$ cat src/hw/rtl/hks_pkg.sv
// Shared constants, types and a helper function of the HID key set report builder.
package hks_pkg;

  // Key map geometry.
  localparam int KEY_SPACE   = 256;
  localparam int WORD_W      = 16;
  localparam int MAP_WORDS   = KEY_SPACE / WORD_W;
  localparam int ADDR_W      = (MAP_WORDS > 1) ? $clog2(MAP_WORDS) : 1;
  localparam int BIT_W       = $clog2(WORD_W);
  localparam int HELD_CNT_W  = $clog2(KEY_SPACE + 1);

  // Report geometry.
  localparam int REPORT_SLOTS = 6;
  localparam int SLOT_FIELDS  = 6;
  localparam int SLOT_CNT     = (REPORT_SLOTS < SLOT_FIELDS) ? REPORT_SLOTS : SLOT_FIELDS;
  localparam int SLOT_IDX_W   = (SLOT_CNT > 1) ? $clog2(SLOT_CNT) : 1;
  localparam int SLOT_CNT_W   = $clog2(SLOT_CNT + 1);

  // Field widths.
  localparam int CMD_W   = 3;
  localparam int CODE_W  = 16;
  localparam int KEY_W   = 8;
  localparam int MOD_W   = 8;
  localparam int USAGE_W = 16;

  localparam logic KIND_KEYBOARD = 1'b0;
  localparam logic KIND_CONSUMER = 1'b1;

  typedef enum logic [CMD_W-1:0] {
    CMD_PRESS_KEY    = 3'd0,
    CMD_RELEASE_KEY  = 3'd1,
    CMD_RELEASE_ALL  = 3'd2,
    CMD_PRESS_MOD    = 3'd3,
    CMD_RELEASE_MOD  = 3'd4,
    CMD_SET_MOD      = 3'd5,
    CMD_PRESS_CONS   = 3'd6,
    CMD_RELEASE_CONS = 3'd7
  } cmd_e;

  typedef enum logic [2:0] {
    S_IDLE,
    S_MODIFY,
    S_SCAN_REQ,
    S_SCAN_PICK,
    S_FINISH
  } state_e;

  typedef struct packed {
    logic              re;
    logic              we;
    logic [ADDR_W-1:0] addr;
    logic [WORD_W-1:0] wdata;
  } ram_req_t;

  typedef struct packed {
    logic                              return_flag;
    logic                              report_sent;
    logic                              report_kind;
    logic [MOD_W-1:0]                  modifier_out;
    logic [SLOT_FIELDS-1:0][KEY_W-1:0] slot;
    logic [USAGE_W-1:0]                consumer_usage;
  } res_t;

  // Index of the lowest set bit of a map word; zero when the word is empty.
  function automatic logic [BIT_W-1:0] lowest_set(logic [WORD_W-1:0] w);
    logic [BIT_W-1:0] r;
    r = '0;
    for (int i = WORD_W - 1; i >= 0; i--) begin
      if (w[i]) begin
        r = BIT_W'(i);
      end
    end
    return r;
  endfunction

endpackage

$ cat src/hw/rtl/hks_if.sv
// Command and report channel interfaces of the HID key set report builder.
interface hks_cmd_if;
  logic                       valid;
  logic                       ready;
  logic [hks_pkg::CMD_W-1:0]  command;
  logic [hks_pkg::CODE_W-1:0] code;

  modport source (output valid, output command, output code, input ready);
  modport sink (input valid, input command, input code, output ready);
endinterface

interface hks_rpt_if;
  logic                        valid;
  logic                        ready;
  logic                        return_flag;
  logic                        report_sent;
  logic                        report_kind;
  logic [hks_pkg::MOD_W-1:0]   modifier_out;
  logic [hks_pkg::KEY_W-1:0]   slot0;
  logic [hks_pkg::KEY_W-1:0]   slot1;
  logic [hks_pkg::KEY_W-1:0]   slot2;
  logic [hks_pkg::KEY_W-1:0]   slot3;
  logic [hks_pkg::KEY_W-1:0]   slot4;
  logic [hks_pkg::KEY_W-1:0]   slot5;
  logic [hks_pkg::USAGE_W-1:0] consumer_usage;

  modport source (output valid, output return_flag, output report_sent, output report_kind,
                  output modifier_out, output slot0, output slot1, output slot2,
                  output slot3, output slot4, output slot5, output consumer_usage,
                  input ready);
  modport sink (input valid, input return_flag, input report_sent, input report_kind,
                input modifier_out, input slot0, input slot1, input slot2,
                input slot3, input slot4, input slot5, input consumer_usage,
                output ready);
endinterface

$ cat src/hw/rtl/hid_key_set_report_builder_top.sv
// Top level of the HID key set report builder: sequencer, key map RAM and output register.
//
//   Channel  Dir  Words carried
//   cmd_i    in   command (3 bits), code (16 bits)
//   rpt_o    out  return_flag, report_sent, report_kind, modifier_out, slot0..slot5,
//                 consumer_usage
//
// One command word at a time. Modifier set, release all and consumer commands go
// straight to the result; a key press or release first reads its map row and
// rewrites it if the key changes state. A key or modifier press or release that
// sends a report then sweeps the 16-row key map RAM row by row, taking the held
// codes of each row lowest first; the sweep stops once six codes are found.
// The key map clears at once on reset through per-row valid bits.
// The output register lets the next command in while a result word waits on rpt_o.
module hid_key_set_report_builder_top (
  input  logic      clk_i,
  input  logic      rst_ni,
  hks_cmd_if.sink   cmd_i,
  hks_rpt_if.source rpt_o
);
  import hks_pkg::*;

  ram_req_t          ram_req;
  logic [WORD_W-1:0] ram_rdata;
  logic              res_valid;
  logic              res_ready;
  res_t              res;

  hks_core u_core (
    .clk_i       (clk_i),
    .rst_ni      (rst_ni),
    .cmd_valid_i (cmd_i.valid),
    .cmd_ready_o (cmd_i.ready),
    .command_i   (cmd_e'(cmd_i.command)),
    .code_i      (cmd_i.code),
    .ram_req_o   (ram_req),
    .ram_rdata_i (ram_rdata),
    .res_valid_o (res_valid),
    .res_ready_i (res_ready),
    .res_o       (res)
  );

  hks_ram #(
    .Width (WORD_W),
    .Depth (MAP_WORDS)
  ) u_map_ram (
    .clk_i   (clk_i),
    .re_i    (ram_req.re),
    .we_i    (ram_req.we),
    .addr_i  (ram_req.addr),
    .wdata_i (ram_req.wdata),
    .rdata_o (ram_rdata)
  );

  hks_out_stage u_out (
    .clk_i       (clk_i),
    .rst_ni      (rst_ni),
    .res_valid_i (res_valid),
    .res_ready_o (res_ready),
    .res_i       (res),
    .rpt_o       (rpt_o)
  );

endmodule

$ cat src/hw/rtl/hks_ram.sv
// Generic single-port RAM with registered read data.
module hks_ram #(
  parameter int Width = 16,
  parameter int Depth = 16
) (
  input  logic                                  clk_i,
  input  logic                                  re_i,
  input  logic                                  we_i,
  input  logic [((Depth > 1) ? $clog2(Depth) : 1)-1:0] addr_i,
  input  logic [Width-1:0]                      wdata_i,
  output logic [Width-1:0]                      rdata_o
);

  logic [Width-1:0] mem [Depth];
  logic [Width-1:0] rdata_q;

  always_ff @(posedge clk_i) begin
    if (we_i) begin
      mem[addr_i] <= wdata_i;
    end
    if (re_i) begin
      rdata_q <= mem[addr_i];
    end
  end

  assign rdata_o = rdata_q;

endmodule

$ cat src/hw/rtl/hks_core.sv
// Command sequencer: map read-modify-write, report sweep over the map RAM, modifier state.
module hks_core (
  input  logic                        clk_i,
  input  logic                        rst_ni,
  input  logic                        cmd_valid_i,
  output logic                        cmd_ready_o,
  input  hks_pkg::cmd_e               command_i,
  input  logic [hks_pkg::CODE_W-1:0]  code_i,
  output hks_pkg::ram_req_t           ram_req_o,
  input  logic [hks_pkg::WORD_W-1:0]  ram_rdata_i,
  output logic                        res_valid_o,
  input  logic                        res_ready_i,
  output hks_pkg::res_t               res_o
);
  import hks_pkg::*;

  state_e                state_q, state_d;
  cmd_e                  cmd_q, cmd_d;
  logic [KEY_W-1:0]      key_q, key_d;
  logic [USAGE_W-1:0]    usage_q, usage_d;
  logic                  flag_q, flag_d;
  logic                  sent_q, sent_d;
  logic                  kind_q, kind_d;
  logic [MOD_W-1:0]      mod_q, mod_d;
  logic                  seen_q, seen_d;
  logic [HELD_CNT_W-1:0] cnt_q, cnt_d;
  logic [MAP_WORDS-1:0]  row_valid_q, row_valid_d;
  logic [ADDR_W-1:0]     scan_addr_q, scan_addr_d;
  logic [WORD_W-1:0]     work_q, work_d;
  logic                  first_q, first_d;
  logic [SLOT_CNT_W-1:0] slot_n_q, slot_n_d;
  logic [KEY_W-1:0]      slots_q [SLOT_CNT];
  logic                  slot_clr;
  logic                  slot_we;
  logic [KEY_W-1:0]      slot_val;

  logic                  accept;
  logic [KEY_W-1:0]      in_key;
  logic                  in_key_ok;
  logic [ADDR_W-1:0]     key_row;
  logic [BIT_W-1:0]      key_bit;
  logic [WORD_W-1:0]     key_mask;
  logic [WORD_W-1:0]     mod_word;
  logic                  hit;
  logic [WORD_W-1:0]     pick_word;
  logic [WORD_W-1:0]     rest_word;
  logic                  take;
  logic                  last_row;
  logic [KEY_W-1:0]      slot_view [SLOT_FIELDS];

  assign accept    = cmd_valid_i && cmd_ready_o;
  assign in_key    = code_i[KEY_W-1:0];
  assign in_key_ok = int'(in_key) < KEY_SPACE;
  assign key_row   = key_q[BIT_W +: ADDR_W];
  assign key_bit   = key_q[BIT_W-1:0];
  assign key_mask  = WORD_W'(1) << key_bit;
  assign mod_word  = row_valid_q[key_row] ? ram_rdata_i : '0;
  assign hit       = (mod_word & key_mask) != '0;
  assign last_row  = scan_addr_q == ADDR_W'(MAP_WORDS - 1);

  always_comb begin
    state_d     = state_q;
    cmd_d       = cmd_q;
    key_d       = key_q;
    usage_d     = usage_q;
    flag_d      = flag_q;
    sent_d      = sent_q;
    kind_d      = kind_q;
    mod_d       = mod_q;
    seen_d      = seen_q;
    cnt_d       = cnt_q;
    row_valid_d = row_valid_q;
    scan_addr_d = scan_addr_q;
    work_d      = work_q;
    first_d     = first_q;
    slot_n_d    = slot_n_q;
    slot_clr    = 1'b0;
    slot_we     = 1'b0;
    slot_val    = '0;
    ram_req_o   = '0;
    cmd_ready_o = 1'b0;
    res_valid_o = 1'b0;
    pick_word   = first_q ? (row_valid_q[scan_addr_q] ? ram_rdata_i : '0) : work_q;
    take        = (pick_word != '0) && (int'(slot_n_q) < SLOT_CNT);
    rest_word   = take ? (pick_word & (pick_word - WORD_W'(1))) : pick_word;

    unique case (state_q)
      S_IDLE: begin
        cmd_ready_o = 1'b1;
        if (accept) begin
          cmd_d       = command_i;
          key_d       = in_key;
          usage_d     = '0;
          flag_d      = 1'b0;
          sent_d      = 1'b0;
          kind_d      = KIND_KEYBOARD;
          scan_addr_d = '0;
          slot_n_d    = '0;
          slot_clr    = 1'b1;
          state_d     = S_FINISH;
          unique case (command_i)
            CMD_PRESS_KEY, CMD_RELEASE_KEY: begin
              if (in_key_ok) begin
                // Fetch the map row now; it is modified in the next cycle.
                ram_req_o.re   = 1'b1;
                ram_req_o.addr = in_key[BIT_W +: ADDR_W];
                state_d        = S_MODIFY;
              end
            end
            CMD_RELEASE_ALL: begin
              if (cnt_q != '0) begin
                row_valid_d = '0;
                cnt_d       = '0;
                flag_d      = 1'b1;
                sent_d      = 1'b1;
              end
            end
            CMD_PRESS_MOD: begin
              mod_d   = mod_q | in_key;
              flag_d  = 1'b1;
              sent_d  = 1'b1;
              state_d = S_SCAN_REQ;
            end
            CMD_RELEASE_MOD: begin
              mod_d   = mod_q & ~in_key;
              flag_d  = 1'b1;
              sent_d  = 1'b1;
              state_d = S_SCAN_REQ;
            end
            CMD_SET_MOD: begin
              mod_d  = in_key;
              flag_d = 1'b1;
            end
            CMD_PRESS_CONS: begin
              sent_d  = 1'b1;
              kind_d  = KIND_CONSUMER;
              usage_d = code_i;
              seen_d  = 1'b1;
            end
            CMD_RELEASE_CONS: begin
              if (!seen_q) begin
                flag_d = 1'b1;
              end else begin
                sent_d = 1'b1;
                kind_d = KIND_CONSUMER;
              end
            end
          endcase
        end
      end
      S_MODIFY: begin
        state_d = S_FINISH;
        if ((cmd_q == CMD_PRESS_KEY) && !hit) begin
          ram_req_o.we    = 1'b1;
          ram_req_o.addr  = key_row;
          ram_req_o.wdata = mod_word | key_mask;
          row_valid_d[key_row] = 1'b1;
          cnt_d   = cnt_q + HELD_CNT_W'(1);
          flag_d  = 1'b1;
          sent_d  = 1'b1;
          state_d = S_SCAN_REQ;
        end else if ((cmd_q == CMD_RELEASE_KEY) && hit) begin
          ram_req_o.we    = 1'b1;
          ram_req_o.addr  = key_row;
          ram_req_o.wdata = mod_word & ~key_mask;
          row_valid_d[key_row] = 1'b1;
          cnt_d   = cnt_q - HELD_CNT_W'(1);
          flag_d  = 1'b1;
          sent_d  = 1'b1;
          state_d = S_SCAN_REQ;
        end
      end
      S_SCAN_REQ: begin
        ram_req_o.re   = 1'b1;
        ram_req_o.addr = scan_addr_q;
        first_d        = 1'b1;
        state_d        = S_SCAN_PICK;
      end
      S_SCAN_PICK: begin
        // One held code per cycle leaves the current row, lowest first.
        if (take) begin
          slot_we  = 1'b1;
          slot_val = KEY_W'({scan_addr_q, lowest_set(pick_word)});
          slot_n_d = slot_n_q + SLOT_CNT_W'(1);
        end
        if ((int'(slot_n_d) == SLOT_CNT) || ((rest_word == '0) && last_row)) begin
          state_d = S_FINISH;
        end else if (rest_word == '0) begin
          ram_req_o.re   = 1'b1;
          ram_req_o.addr = scan_addr_q + ADDR_W'(1);
          scan_addr_d    = scan_addr_q + ADDR_W'(1);
          first_d        = 1'b1;
        end else begin
          work_d  = rest_word;
          first_d = 1'b0;
        end
      end
      S_FINISH: begin
        res_valid_o = 1'b1;
        if (res_ready_i) begin
          state_d = S_IDLE;
        end
      end
      default: begin
        state_d = S_IDLE;
      end
    endcase
  end

  always_ff @(posedge clk_i or negedge rst_ni) begin
    if (!rst_ni) begin
      state_q     <= S_IDLE;
      mod_q       <= '0;
      seen_q      <= 1'b0;
      cnt_q       <= '0;
      row_valid_q <= '0;
      slot_n_q    <= '0;
      first_q     <= 1'b0;
    end else begin
      state_q     <= state_d;
      mod_q       <= mod_d;
      seen_q      <= seen_d;
      cnt_q       <= cnt_d;
      row_valid_q <= row_valid_d;
      slot_n_q    <= slot_n_d;
      first_q     <= first_d;
    end
  end

  always_ff @(posedge clk_i) begin
    cmd_q       <= cmd_d;
    key_q       <= key_d;
    usage_q     <= usage_d;
    flag_q      <= flag_d;
    sent_q      <= sent_d;
    kind_q      <= kind_d;
    scan_addr_q <= scan_addr_d;
    work_q      <= work_d;
    if (slot_clr) begin
      for (int i = 0; i < SLOT_CNT; i++) begin
        slots_q[i] <= '0;
      end
    end else if (slot_we) begin
      slots_q[slot_n_q[SLOT_IDX_W-1:0]] <= slot_val;
    end
  end

  for (genvar g = 0; g < SLOT_FIELDS; g++) begin : g_slot
    if (g < SLOT_CNT) begin : g_used
      assign slot_view[g] = slots_q[g];
    end else begin : g_pad
      assign slot_view[g] = '0;
    end
  end

  always_comb begin
    res_o                = '0;
    res_o.return_flag    = flag_q;
    res_o.report_sent    = sent_q;
    res_o.report_kind    = sent_q ? kind_q : KIND_KEYBOARD;
    if (sent_q && (kind_q == KIND_KEYBOARD)) begin
      res_o.modifier_out = mod_q;
      for (int i = 0; i < SLOT_FIELDS; i++) begin
        res_o.slot[i] = slot_view[i];
      end
    end
    if (sent_q && (kind_q == KIND_CONSUMER)) begin
      res_o.consumer_usage = usage_q;
    end
  end

  a_accept_leaves_idle: assert property (@(posedge clk_i) disable iff (!rst_ni)
    accept |=> (state_q != S_IDLE))
    else $error("command word accepted but sequencer stayed idle");

  a_write_only_in_modify: assert property (@(posedge clk_i) disable iff (!rst_ni)
    ram_req_o.we |-> (state_q == S_MODIFY))
    else $error("map RAM written outside the modify step");

  a_slot_bound: assert property (@(posedge clk_i) disable iff (!rst_ni)
    int'(slot_n_q) <= SLOT_CNT)
    else $error("report slot count overran");

  a_release_all_empties: assert property (@(posedge clk_i) disable iff (!rst_ni)
    (accept && (command_i == CMD_RELEASE_ALL)) |=> (cnt_q == '0))
    else $error("held count not zero after release all");

endmodule

$ cat src/hw/rtl/hks_out_stage.sv
// Output register that holds one result word while the next command is taken.
module hks_out_stage (
  input  logic          clk_i,
  input  logic          rst_ni,
  input  logic          res_valid_i,
  output logic          res_ready_o,
  input  hks_pkg::res_t res_i,
  hks_rpt_if.source     rpt_o
);
  import hks_pkg::*;

  logic valid_q, valid_d;
  res_t data_q, data_d;
  logic load;

  assign res_ready_o = !valid_q || rpt_o.ready;
  assign load        = res_valid_i && res_ready_o;

  always_comb begin
    valid_d = valid_q;
    data_d  = data_q;
    if (load) begin
      valid_d = 1'b1;
      data_d  = res_i;
    end else if (rpt_o.ready) begin
      valid_d = 1'b0;
    end
  end

  always_ff @(posedge clk_i or negedge rst_ni) begin
    if (!rst_ni) begin
      valid_q <= 1'b0;
    end else begin
      valid_q <= valid_d;
    end
  end

  always_ff @(posedge clk_i) begin
    data_q <= data_d;
  end

  assign rpt_o.valid          = valid_q;
  assign rpt_o.return_flag    = data_q.return_flag;
  assign rpt_o.report_sent    = data_q.report_sent;
  assign rpt_o.report_kind    = data_q.report_kind;
  assign rpt_o.modifier_out   = data_q.modifier_out;
  assign rpt_o.slot0          = data_q.slot[0];
  assign rpt_o.slot1          = data_q.slot[1];
  assign rpt_o.slot2          = data_q.slot[2];
  assign rpt_o.slot3          = data_q.slot[3];
  assign rpt_o.slot4          = data_q.slot[4];
  assign rpt_o.slot5          = data_q.slot[5];
  assign rpt_o.consumer_usage = data_q.consumer_usage;

endmodule

$ cat src/flat_wrapper.sv
// flat-port wrapper written by rule: the top's interface ports become plain ports
module hid_key_set_report_builder_top_flat import hks_pkg::*;
  (clk_i, rst_ni, cmd_i_valid, cmd_i_command, cmd_i_code, cmd_i_ready, rpt_o_valid, rpt_o_return_flag, rpt_o_report_sent, rpt_o_report_kind, rpt_o_modifier_out, rpt_o_slot0, rpt_o_slot1, rpt_o_slot2, rpt_o_slot3, rpt_o_slot4, rpt_o_slot5, rpt_o_consumer_usage, rpt_o_ready);
  hks_cmd_if cmd_i_i ();
  hks_rpt_if rpt_o_i ();
  input  logic clk_i;
  input  logic rst_ni;
  input wire logic [$bits(cmd_i_i.valid)-1:0] cmd_i_valid;
  input wire logic [$bits(cmd_i_i.command)-1:0] cmd_i_command;
  input wire logic [$bits(cmd_i_i.code)-1:0] cmd_i_code;
  output wire logic [$bits(cmd_i_i.ready)-1:0] cmd_i_ready;
  output wire logic [$bits(rpt_o_i.valid)-1:0] rpt_o_valid;
  output wire logic [$bits(rpt_o_i.return_flag)-1:0] rpt_o_return_flag;
  output wire logic [$bits(rpt_o_i.report_sent)-1:0] rpt_o_report_sent;
  output wire logic [$bits(rpt_o_i.report_kind)-1:0] rpt_o_report_kind;
  output wire logic [$bits(rpt_o_i.modifier_out)-1:0] rpt_o_modifier_out;
  output wire logic [$bits(rpt_o_i.slot0)-1:0] rpt_o_slot0;
  output wire logic [$bits(rpt_o_i.slot1)-1:0] rpt_o_slot1;
  output wire logic [$bits(rpt_o_i.slot2)-1:0] rpt_o_slot2;
  output wire logic [$bits(rpt_o_i.slot3)-1:0] rpt_o_slot3;
  output wire logic [$bits(rpt_o_i.slot4)-1:0] rpt_o_slot4;
  output wire logic [$bits(rpt_o_i.slot5)-1:0] rpt_o_slot5;
  output wire logic [$bits(rpt_o_i.consumer_usage)-1:0] rpt_o_consumer_usage;
  input wire logic [$bits(rpt_o_i.ready)-1:0] rpt_o_ready;
  assign cmd_i_i.valid = cmd_i_valid;
  assign cmd_i_i.command = cmd_i_command;
  assign cmd_i_i.code = cmd_i_code;
  assign cmd_i_ready = cmd_i_i.ready;
  assign rpt_o_valid = rpt_o_i.valid;
  assign rpt_o_return_flag = rpt_o_i.return_flag;
  assign rpt_o_report_sent = rpt_o_i.report_sent;
  assign rpt_o_report_kind = rpt_o_i.report_kind;
  assign rpt_o_modifier_out = rpt_o_i.modifier_out;
  assign rpt_o_slot0 = rpt_o_i.slot0;
  assign rpt_o_slot1 = rpt_o_i.slot1;
  assign rpt_o_slot2 = rpt_o_i.slot2;
  assign rpt_o_slot3 = rpt_o_i.slot3;
  assign rpt_o_slot4 = rpt_o_i.slot4;
  assign rpt_o_slot5 = rpt_o_i.slot5;
  assign rpt_o_consumer_usage = rpt_o_i.consumer_usage;
  assign rpt_o_i.ready = rpt_o_ready;
  hid_key_set_report_builder_top u_core (.clk_i(clk_i), .rst_ni(rst_ni), .cmd_i(cmd_i_i), .rpt_o(rpt_o_i));
endmodule
$ cat config.mk
export PLATFORM = sky130hd
export DESIGN_NAME = hid_key_set_report_builder_top_flat
export DESIGN_NICKNAME = d
export VERILOG_FILES = /design/src/hw/rtl/hks_pkg.sv /design/src/hw/rtl/hks_if.sv /design/src/hw/rtl/hid_key_set_report_builder_top.sv /design/src/hw/rtl/hks_ram.sv /design/src/hw/rtl/hks_core.sv /design/src/hw/rtl/hks_out_stage.sv /design/src/flat_wrapper.sv
export SDC_FILE = /design/constraint.sdc
export NUM_CORES = 1
export LEC_CHECK = 0
export ABC_AREA = 0
export BUFFER_PORTS_ARGS = -buffer_cell sky130_fd_sc_hd__buf_4
export CORE_ASPECT_RATIO = 0.9
export CORE_MARGIN = 5
export CORE_UTILIZATION = 60
export CTS_CLUSTER_SIZE = 10
export DETAILED_ROUTE_END_ITERATION = 10
export PLACE_DENSITY = 0.78
export SLEW_MARGIN = 20
export SYNTH_ARGS = -nofsm -noshare
export SYNTH_HDL_FRONTEND = slang
export SYNTH_SLANG_ARGS = --single-unit
export TNS_END_PERCENT = 20
$ cat constraint.sdc
create_clock -name clk_i -period 6.9 [get_ports clk_i]
set_input_delay 0.345 -clock clk_i [delete_from_list [all_inputs] [get_ports clk_i]]
set_output_delay 0.345 -clock clk_i [all_outputs]
set_load 0.01 [all_outputs]
# ---- Word-level counts from Yosys, hierarchy flattened
# Memory sizes are Yosys's and may differ from the RTL's. A register that Yosys moved wholly into a read port is not among the register bits.
# Cells that the tools add are included.
dict set report word_totals {
  reg_bits 119
  ram_bits 304
  inputBits 23
  n_memories 2
}
dict set report op_classes {
  addsub 5
  magnitude_cmp 4
  n_eq_ne 22
  shifts 1
  n_mux 102
  bitwise 12
  n_reduce_logical 46
}
# memory words width read_ports rd_ports_with_merged_regs write_ports line_no
set memory_table {}
lappend memory_table {u_core.u_map_ram.mem 16 16 1 1 1 hks_ram.sv:14} ;# logic [Width-1:0] mem [Depth];
lappend memory_table {u_core.u_core.slots_q 6 8 6 6 6 hks_core.sv:32} ;# logic [KEY_W-1:0] slots_q [SLOT_CNT];
# operator count
set ops {}
lappend ops {{2-to-1 mux 16 bit} 10}
lappend ops {{2-to-1 mux 4 bit} 23}
lappend ops {{AND 16 bit} 3}
lappend ops {{2-to-1 mux 9 bit} 5}
lappend ops {{2-to-1 mux 21 bit} 2}
lappend ops {{2-to-1 mux 1 bit} 32}
lappend ops {{bitwise OR 16 bit} 2}
lappend ops {{case mux 16 bit (2 select lines)} 1}
lappend ops {{nonzero test 16 bit} 2}
lappend ops {{2-to-1 mux 3 bit} 9}
lappend ops {{2-to-1 mux 8 bit} 3}
lappend ops {{case mux 8 bit (3 select lines)} 1}
lappend ops {{case mux 9 bit (2 select lines)} 1}
lappend ops {{logical NOT 16 bit} 1}
lappend ops {{inverter 16 bit} 1}
lappend ops {{case mux 4 bit (4 select lines)} 1}
lappend ops {{<< shifter 1 x 4 -> 16 bit, first input constant} 1}
lappend ops {{subtractor 16 x 1 -> 16 bit, second input constant} 1}
lappend ops {{equality test 3 x 2 -> 1 bit, second input constant} 5}
lappend ops {{equality test 3 bit, second input constant} 5}
lappend ops {{case mux 3 bit (5 select lines)} 1}
lappend ops {{AND reduction 3 bit} 5}
lappend ops {{inequality test 2 bit, second input constant} 6}
lappend ops {{case mux 3 bit (2 select lines)} 2}
lappend ops {{33 further kinds} 69}

# ---- Depth between registers and ports, before layout
# Gate-level depths: netlist of the first run.
dict set report logic_depth {
  ltp_word 23
  depth_mapped 21
  mapped_depth_nobuf 18
}

# ---- Cells and area by module
# Synthesis of the first run repeated with hierarchy kept, for this count alone.
dict set report unflattened {
  cells_unflattened 1363
  hier_area_um2 20870.0
}
# mod n_inst cells_per_inst area_per_inst_um2
set modules_own_cells {}
lappend modules_own_cells {hks_ram 1 434 10251.1}
lappend modules_own_cells {hks_core 1 850 8313.0}
lappend modules_own_cells {hks_out_stage 1 79 2306.0}

# ---- Least setup slack after synthesis of the first run
# Ideal clock, no wire load.
dict set report synth_timing {
  path_type {register to register}
  start {reg u_core.u_core.key_q[4]}
  end {reg u_core.u_core.cnt_q[8]}
  t_arrival_ps 4981
  required_ps 6768
  path_slack_ps 1787
  stages_incl_launch_ff 20
  path_buffers 2
  synth_period_minus_slack_ps 5113
  path_cell_list {edfxtp_1 clkbuf_1 mux4_2 mux4_2 o31a_1 nor4_1 clkbuf_1 inv_1 ha_1 nor2b_1 o21ai_0 nand2b_1 a21oi_1 o21bai_1 a21o_1 a21oi_1 xnor2_1 a21oi_1 nand2b_1 o31ai_1}
}
dict set report synth_between {
  elab_chain_cells 9
}
# element line_no
set synth_rtl {}
lappend synth_rtl {{from (decl)} hks_core.sv:19} ;# logic [KEY_W-1:0] key_q, key_d;
lappend synth_rtl {{from (signal assigned)} hks_core.sv:232} ;# key_q <= key_d;
lappend synth_rtl {{binary-select mux 1 bit (select 4 bit) *} hks_core.sv:57} ;# assign mod_word = row_valid_q[key_row] ? ram_rdata_i : '0;
lappend synth_rtl {{2-to-1 mux 1 bit (implied by the code) *} hks_core.sv:57}
lappend synth_rtl {{2-to-1 mux 16 bit *} hks_core.sv:57}
lappend synth_rtl {{AND 16 bit *} hks_core.sv:58} ;# assign hit = (mod_word & key_mask) != '0;
lappend synth_rtl {{nonzero test 16 bit *} hks_core.sv:58}
lappend synth_rtl {{logical NOT 1 bit} hks_core.sv:153} ;# if ((cmd_q == CMD_PRESS_KEY) && !hit) begin
lappend synth_rtl {{logical AND 1 bit} hks_core.sv:153}
lappend synth_rtl {{inequality test 3 bit (no source line) / 2-to-1 mux 9 bit (equally long branches)} -}
lappend synth_rtl {{AND reduction 5 bit (no source line) / case mux 9 bit (2 select lines) (equally long branches)} -}
lappend synth_rtl {{to (signal assigned)} hks_core.sv:223} ;# cnt_q <= cnt_d;
lappend synth_rtl {{to (decl)} hks_core.sv:26} ;# logic [HELD_CNT_W-1:0] cnt_q, cnt_d;
# Every way passes the cells marked *; elsewhere a longest branch is shown, timed or not. The select of a mux whose other input is x is not followed.
# A chain may end at the register's enable or synchronous reset.

# ---- Worst setup path in the final report of the first run
dict set report layout_timing {
  start {reg u_core.u_core.first_q}
  end {mem u_core.u_map_ram.mem[11][3] (enable)}
}
dict set report layout_between {
  elab_chain_cells 9
}
# element line_no
set layout_rtl {}
lappend layout_rtl {{from (decl)} hks_core.sv:30} ;# logic first_q, first_d;
lappend layout_rtl {{from (signal assigned)} hks_core.sv:226} ;# first_q <= first_d;
lappend layout_rtl {{2-to-1 mux 16 bit *} hks_core.sv:83} ;# pick_word = first_q ? (row_valid_q[scan_addr_q] ? ram_rdata_i : '0) : work_q;
lappend layout_rtl {{subtractor 16 x 1 -> 16 bit / nonzero test 16 bit (equally long branches)} {hks_core.sv:85, hks_core.sv:84}}
lappend layout_rtl {{AND 16 bit / logical AND 1 bit (equally long branches)} {hks_core.sv:85, hks_core.sv:84}}
lappend layout_rtl {{2-to-1 mux 16 bit *} hks_core.sv:85} ;# rest_word = take ? (pick_word & (pick_word - WORD_W'(1))) : pick_word;
lappend layout_rtl {{net u_core.u_core.rest_word[15]} hks_core.sv:46} ;# logic [WORD_W-1:0] rest_word;
lappend layout_rtl {{logical NOT 16 bit *} {hks_core.sv:186, hks_core.sv:188}}
lappend layout_rtl {{logical AND 1 bit} hks_core.sv:186} ;# if ((int'(slot_n_d) == SLOT_CNT) || ((rest_word == '0) && last_row)) begin
lappend layout_rtl {{logical OR 1 bit} hks_core.sv:186}
lappend layout_rtl {{2-to-1 mux 4 bit *} hks_core.sv:186}
lappend layout_rtl {{case mux 4 bit (4 select lines) *} hks_core.sv:87} ;# unique case (state_q)
lappend layout_rtl {{to (decl)} hks_ram.sv:14}
# The timed path passes the listed nets; every way through them passes the cells marked *. The select of a mux whose other input is x is not followed.

==> key figures, run 1 <==
Drt
  • Routed vias: 13600
  • Routed Antenna Nets: 0
  • Total iterations of the first detailed-routing run: 7
  • Vias per cell: 6.23
  • DRC marker count from the first detailed-route iteration: 1551
  • DR WL/cell: 22.3 um
  • DRC viols: 0
  • Total wire length: 48.8 mm

CTS
  • Clock Path Buffers: 3
  • Clk sinks: 487
  • CTS buffer count: 55
  • Clock Latency Late Sink: 0.58 ns
  • Post-CTS Resized: 0
  • Clock Tree Root: clkbuf_16
  • CTS tree: yes
  • H-tree levels: 2
  • Post-CTS setup buffers: 0
  • Reg clk slew, reported paths: 0.06 ns

Timing
  • Setup-failing EPs final: 0
  • RSZ-0062 raised after global routing: false
  • Slew headroom: 22.5%
  • Setup Skew: 0.0218 ns
  • Worst slew pin tran: 1.16 ns
  • Fin crit period: 6.03 ns
  • Final Hold Viols: 0
  • Max-slew violations: 0
  • Max Fclk: 166 MHz
  • Final period util: 87.4%
  • Setup tns final: 0 ns

Synth
  • Synth cell types: 75
  • Register area share after synthesis: 68.7%
  • Yosys top cell by area: edfxtp_1
  • Post-synth top area share: 63.7%
  • Ys flop type: edfxtp_1
  • Post-synthesis register bit count: 487
  • Syn avg cell area: 13.4 um2
  • Post-synth ARST share: 8.62%
  • Ys Warns: 0
  • Post-synth EDFFs: 445
  • Mapped Cells: 1571
  • Syn Std Cell Area: 21000 um2
  • Synth area leaders: edfxtp_1 (64%), dfrtp_1 (5.0%), mux2i_1 (4.2%), a21oi_1 (2.8%), nand2_1 (2.7%)
  • Synthesized net count: 1604

Layout
  • Commonest non-fill, non-tap cell in the layout: edfxtp_1
  • Nets@finish: 1722
  • Area Growth Syn to Fin: 14.3%
  • Share of post-route cells with drive strength above 1: 15.5%
  • Multi-input gate area: 6160 um2
  • Fill cell count: 2351
  • Most frequent cells in the layout: edfxtp_1 (445), nand2_1 (150), buf_4 (144)
  • Design area: 24000 um2
  • Register area: 14400 um2
  • Fin util: 68.9%
  • Non-Filler Instances: 2187
  • # diodes: 0

Pwr
  • Pwr Total: 0.00910 W
  • Leakage: 9.58 nW
  • PwrDens: 380 nW/um2
  • Max VDD drop: 0.000259 V

Placement
  • Final HPWL DP: 31.0 mm
  • Routability Congestion: 0.883
  • Post-Place Cell Area: 22300 um2
  • Post-Place Cells: 2095
  • Input/output buffers: 99

Setup path
  • Slowest stage delay, CP: 1.05 ns
  • Top Family by Delay on Critical Path: simple AND/OR/NAND/NOR gates
  • Worst-path cell chain: nor3_1, o22ai_1, nor4_1, nor3_2, and3_1, a41oi_1, or4_1, o31ai_4, nand2_2, nor2_1, buf_4
  • CP arrival: 6.28 ns
  • WP data required: 7.15 ns
  • CP bufs+invs: 1
  • CP max-delay cell: dfrtp_1
  • Max FO, Critical Path: 37
  • Critical path type: flip-flop to flip-flop
  • Worst setup EP type: flip-flop
  • Startpoint types: flip-flop

Min path
  • HP Class: input pin to flip-flop

Floorplanning
  • Die area: 38800 um2
  • Top Ports: 100
  • Starting density of the core: 60.3%
  • Row count: 65
  • Die Height: 187 um
  • Core Region: 34800 um2
  • Die W: 207 um

Global route
  • Grt ovf: 0
  • Number of global-route vias before repair: 13300
  • Largest net degree at the start of global routing: 76
  • Wire length of the first global-routing pass: 75.6 mm
  • Gr usage total: 24.6%
  • Antenna violations before repair: 0

Outcome
  • Status: complete, no violations

Run
  • Max-Cap Viols: 0
[metrics by stage]
step / hold slack (ns) / worst slack, ns
global route: 0.00771 / 0.512
finish: 0.0333 / 0.871
global placement: 0.370 / 1.30
detailed placement: 0.373 / 1.04
floorplan: 0.0494 / 1.79
CTS: 0.0185 / 1.00
[metal layers]
layer	track usage (%)	up-vias	wire, um
met4	9.46	0	1870
met1	33.4	6642	18800
met2	40.2	693	23800
met3	4.65	141	4400
met5	0	-	0
li1	-	6146	-
[repair_timing]
item / CTS / global route
hold buffers: 6 / 0
hold endpoints to repair: 47 / 0
endpoints found under the setup margin: 0 / 0
[power by group]
part           switching (W)  internal, W
clock                0.00106      0.00151
sequential          0.000314      0.00377
combinational        0.00151     0.000935
total                0.00289      0.00622
[worst paths after layout]
kind / startpoint / end / slack [ns] / depth (start not counted)
worst max-delay path: u_core.u_core.first_q / u_core.u_map_ram.mem[11][3] / 0.87 / 11
worst min-delay path: cmd_i_code[6] / u_core.u_core.key_q[6] / 0.03 / 1
worst max register to register: u_core.u_core.first_q / u_core.u_map_ram.mem[11][3] / 0.87 / 11
worst min register to register: u_core.u_core.flag_q / u_core.u_out.rpt_o.return_flag / 0.45 / 0
max in group asynchronous: rst_ni / u_core.u_core.row_valid_q[4] / 6.19 / 2
min in group asynchronous: rst_ni / u_core.u_core.cnt_q[2] / 0.31 / 2
[sequential cells by signal, indices dropped and copies added, names as in the netlist, 9 cells and up]
signal	count
u_core.u_core.slots_q	48
u_core.u_map_ram.mem	256
u_core.u_out.rpt_o.consumer_usage	16
u_core.u_core.usage_q	16
u_core.u_core.work_q	16
u_core.u_map_ram.rdata_o	16
u_core.u_core.cnt_q	9
u_core.u_core.row_valid_q	16
[synth_stat cells (all sizes together), types with 4 or more instances]
cell    number
a21boi       4
a21o         6
a21oi      118
a221oi       5
a22o        17
a22oi       51
a31oi       10
a41oi        4
and2        81
and3        25
buf         36
clkbuf      54
dfrtp       42
edfxtp     445
ha           9
inv         21
mux2         6
mux2i       88
mux4         7
nand2      151
nand2b      12
nand3       53
nand4        6
nor2       108
nor2b       16
nor3        46
nor3b       14
nor4         7
o21ai       46
o21bai       4
o22ai       11
o31ai       10
or3          6
xnor2        7
[area by class of cell]
class	instances	share of cell area, %
clock buffer	81	6.37
multi-input combinational	972	25.7
tap	469	2.45
timing repair buffer	151	4.84
clock inverter	5	0.157
inverter	22	0.344
sequential	487	60.1
[logic make-up after synthesis]
| logic type | count (synthesis) | synth area share (%) |
|---|---|---|
| XOR/XNOR | 9 | 0.376 |
| adder cells (fa/ha/maj) | 10 | 0.632 |
| AO/OA/AOI/OAI | 316 | 9.74 |
| flip-flops | 487 | 68.7 |
| buffers and inverters | 112 | 2.31 |
| AND/OR/NAND/NOR | 536 | 13.0 |
| multiplexers | 101 | 5.27 |
[worst register-to-register path: stages (launching register included)]
cell	delay, ns
dfrtp_1	1.05
nor3_1	0.19
o22ai_1	0.45
nor4_1	0.16
nor3_2	0.54
and3_1	0.41
a41oi_1	0.20
or4_1	0.77
o31ai_4	0.62
nand2_2	0.46
nor2_1	0.52
buf_4	0.34
No activity file was read; power rests on OpenSTA's default activity.
==> run 2: changes to the inputs <==
--- a/config.mk
+++ b/config.mk
@@ -9,10 +9,10 @@
 export BUFFER_PORTS_ARGS = -buffer_cell sky130_fd_sc_hd__buf_4
 export CORE_ASPECT_RATIO = 0.9
 export CORE_MARGIN = 5
-export CORE_UTILIZATION = 60
+export CORE_UTILIZATION = 50
 export CTS_CLUSTER_SIZE = 10
 export DETAILED_ROUTE_END_ITERATION = 10
-export PLACE_DENSITY = 0.78
+export PLACE_DENSITY = 0.67
 export SLEW_MARGIN = 20
 export SYNTH_ARGS = -nofsm -noshare
 export SYNTH_HDL_FRONTEND = slang
==> run 2 against run 1 <==
Effect of this change: via count is 1.1% lower; clock skew is 0.015 ns higher; setup slack gained 0.15 ns; register-to-register slack improved by 0.15 ns; sequential cell count is the same; cell count rose by 4.8%; global-route usage is 2.7 points lower; hold slack got worse by 0.0053 ns; critical endpoint is now u_core.u_map_ram.mem[15][12]; largest power group unchanged; highest routed layer unchanged.
==> key figures, run 2 (synthesis gave the netlist of run 1 again) <==
Run
  • Max-Cap Viols: 0

Min path
  • Hold Startpoint: cmd_i_code[11]
  • Worst Hold Path Cells: 2
  • HP Class: input pin to flip-flop
  • WHS Endpoint: u_core.u_core.usage_q[11]

Timing
  • Setup-failing EPs final: 0
  • Slew headroom: 35.4%
  • Final Hold Viols: 0
  • Fin worst setup slack: 1.02 ns
  • Fin crit period: 5.88 ns
  • Setup Skew: 0.0365 ns
  • Max-slew violations: 0
  • Max Fclk: 170 MHz
  • Setup tns final: 0 ns
  • Worst slew pin tran: 0.965 ns
  • RSZ-0062 raised after global routing: false
  • Hold_ws: 0.0280 ns
  • Final period util: 85.2%

CTS
  • CTS buffer count: 55
  • Clock Tree Root: clkbuf_16
  • Post-CTS setup buffers: 0
  • Clk sinks: 487
  • Reg clk slew, reported paths: 0.06 ns
  • Clock Latency Late Sink: 0.61 ns
  • Clock Path Buffers: 3
  • H-tree levels: 2
  • CTS tree: yes

Floorplanning
  • Row count: 71
  • Die Height: 204 um
  • Die W: 226 um
  • Core Region: 41700 um2
  • Top Ports: 100
  • Starting density of the core: 50.4%
  • Die area: 46200 um2

Drt
  • DR WL/cell: 22.0 um
  • Routed Antenna Nets: 0
  • Routed vias: 13500
  • Vias per cell: 5.88
  • Total wire length: 50.5 mm
  • Total iterations of the first detailed-routing run: 5
  • DRC marker count from the first detailed-route iteration: 1313
  • DRC viols: 0

Placement
  • Final HPWL DP: 33.4 mm
  • Pre-CTS WS: 1.13 ns
  • Input/output buffers: 99
  • Routability Congestion: 0.853

Setup path
  • Worst setup EP type: flip-flop
  • Max FO, Critical Path: 19
  • Critical path type: flip-flop to flip-flop
  • R2r setup slk: 1.02 ns
  • Reg2reg start: u_core.u_core.scan_addr_q[0]
  • FF-to-FF End: u_core.u_map_ram.mem[15][12]
  • WP data required: 7.19 ns
  • CP arrival: 6.17 ns
  • FF-to-FF path depth: 12
  • Startpoint types: flip-flop

Global route
  • Wire length of the first global-routing pass: 78.1 mm
  • Gr usage total: 21.9%
  • Largest net degree at the start of global routing: 76
  • Number of global-route vias before repair: 13100
  • Antenna violations before repair: 0
  • Grt ovf: 0

Pwr
  • Leakage: 9.67 nW
  • Sw Ratio: 32.1%
  • Pwr Total: 0.00913 W
  • Flop pwr share: 44.7%
  • Max VDD drop: 0.000240 V
  • P_int: 0.00620 W
  • Gate power share: 27.0%
  • PwrDens: 377 nW/um2
  • Clock power frac: 28.3%
  • Switching pwr: 0.00293 W

Layout
  • Most frequent cells in the layout: edfxtp_1 (445), buf_4 (156), nand2_1 (150)
  • Max FFs per register: 256
  • # diodes: 0
  • Nets@finish: 1743
  • Fin util: 58.2%
  • Area Growth Syn to Fin: 15.6%
  • Regs by FF count: u_core.u_map_ram.mem x256, u_core.u_core.slots_q x48
  • Commonest non-fill, non-tap cell in the layout: edfxtp_1
  • Share of post-route cells with drive strength above 1: 15.8%
  • Top reg by flops: u_core.u_map_ram.mem

Outcome
  • Status: complete, no violations
-- run 2: cell types whose count changed in the layout (fill, tap and decap cells not counted), moves of 3 or more --
cell / delta
a21oi_1: +3
a21oi_2: -3
buf_4: +12
dlygate4sd3_1: +9
clkbuf_1: +7
-- run 2: layout make-up --
cell class / instances / area (um2)
Clock buffer: 86 / 1500
Clock inverter: 6 / 61.3
Fill cell: 3275 / 17400
Inverter: 22 / 82.6
Multi-Input combinational cell: 972 / 6160
Sequential cell: 487 / 14400
Tap cell: 547 / 684
Timing Repair Buffer: 172 / 1340
-- run 2: critical path, cell delays in order, from the launching register on --
cell      delay, ns
edfxtp_1       0.70
mux2_2         0.40
o22ai_1        0.29
o32ai_2        0.14
buf_4          0.21
a22oi_1        0.37
and3_1         0.39
a41oi_1        0.22
or4_1          0.79
o41ai_2        0.79
nand2_1        0.63
nor2_1         0.31
buf_4          0.29
-- run 2: per-layer routing --
| layer | up-vias | routed length, um | GRT usage [%] |
|---|---|---|---|
| met4 | 0 | 1730 | 7.97 |
| met1 | 6593 | 20600 | 30.0 |
| li1 | 6194 | - | - |
| met2 | 568 | 24700 | 35.9 |
| met5 | - | 0 | 0 |
| met3 | 116 | 3530 | 3.42 |
-- run 2: stage by stage --
stage | cell area, um2 | cells
after detailed placement | 22500 | 2185
final | 24200 | 2292
after CTS | 24200 | 2292
after floorplan | 21000 | 1571
after global placement | 22500 | 2184
after global routing | 24200 | 2292
-- run 2: what timing repair did --
| action | 4_1_cts | 5_1_grt |
|---|---|---|
| hold endpoints to repair | 56 | 0 |
| resized for setup | 0 | 0 |
| hold buffers | 15 | 0 |
-- run 2: power groups by stage --
stage / clock network [W] / registers, W / logic, W
2_1_floorplan: 0 / 0.00406 / 0.00167
3_3_place_gp: 0 / 0.00413 / 0.00241
4_1_cts: 0.00262 / 0.00408 / 0.00246
3_5_place_dp: 0 / 0.00414 / 0.00244
6_report: 0.00259 / 0.00409 / 0.00246
5_1_grt: 0.00276 / 0.00413 / 0.00269
-- run 2: worst max path at each step --
stage | end | slack, ns | startpoint
final | u_core.u_map_ram.mem[15][12] | 1.02 | u_core.u_core.scan_addr_q[0]
after global routing | u_core.u_map_ram.mem[15][7] | 0.65 | u_core.u_core.scan_addr_q[0]
after CTS | u_core.u_map_ram.mem[15][12] | 1.11 | u_core.u_core.scan_addr_q[0]
after detailed placement | u_core.u_map_ram.mem[15][1] | 1.13 | u_core.u_core.scan_addr_q[0]
after global placement | u_core.u_map_ram.mem[15][1] | 1.28 | u_core.u_core.scan_addr_q[0]
after floorplan | u_core.u_core.cnt_q[8] | 1.79 | u_core.u_core.key_q[4]
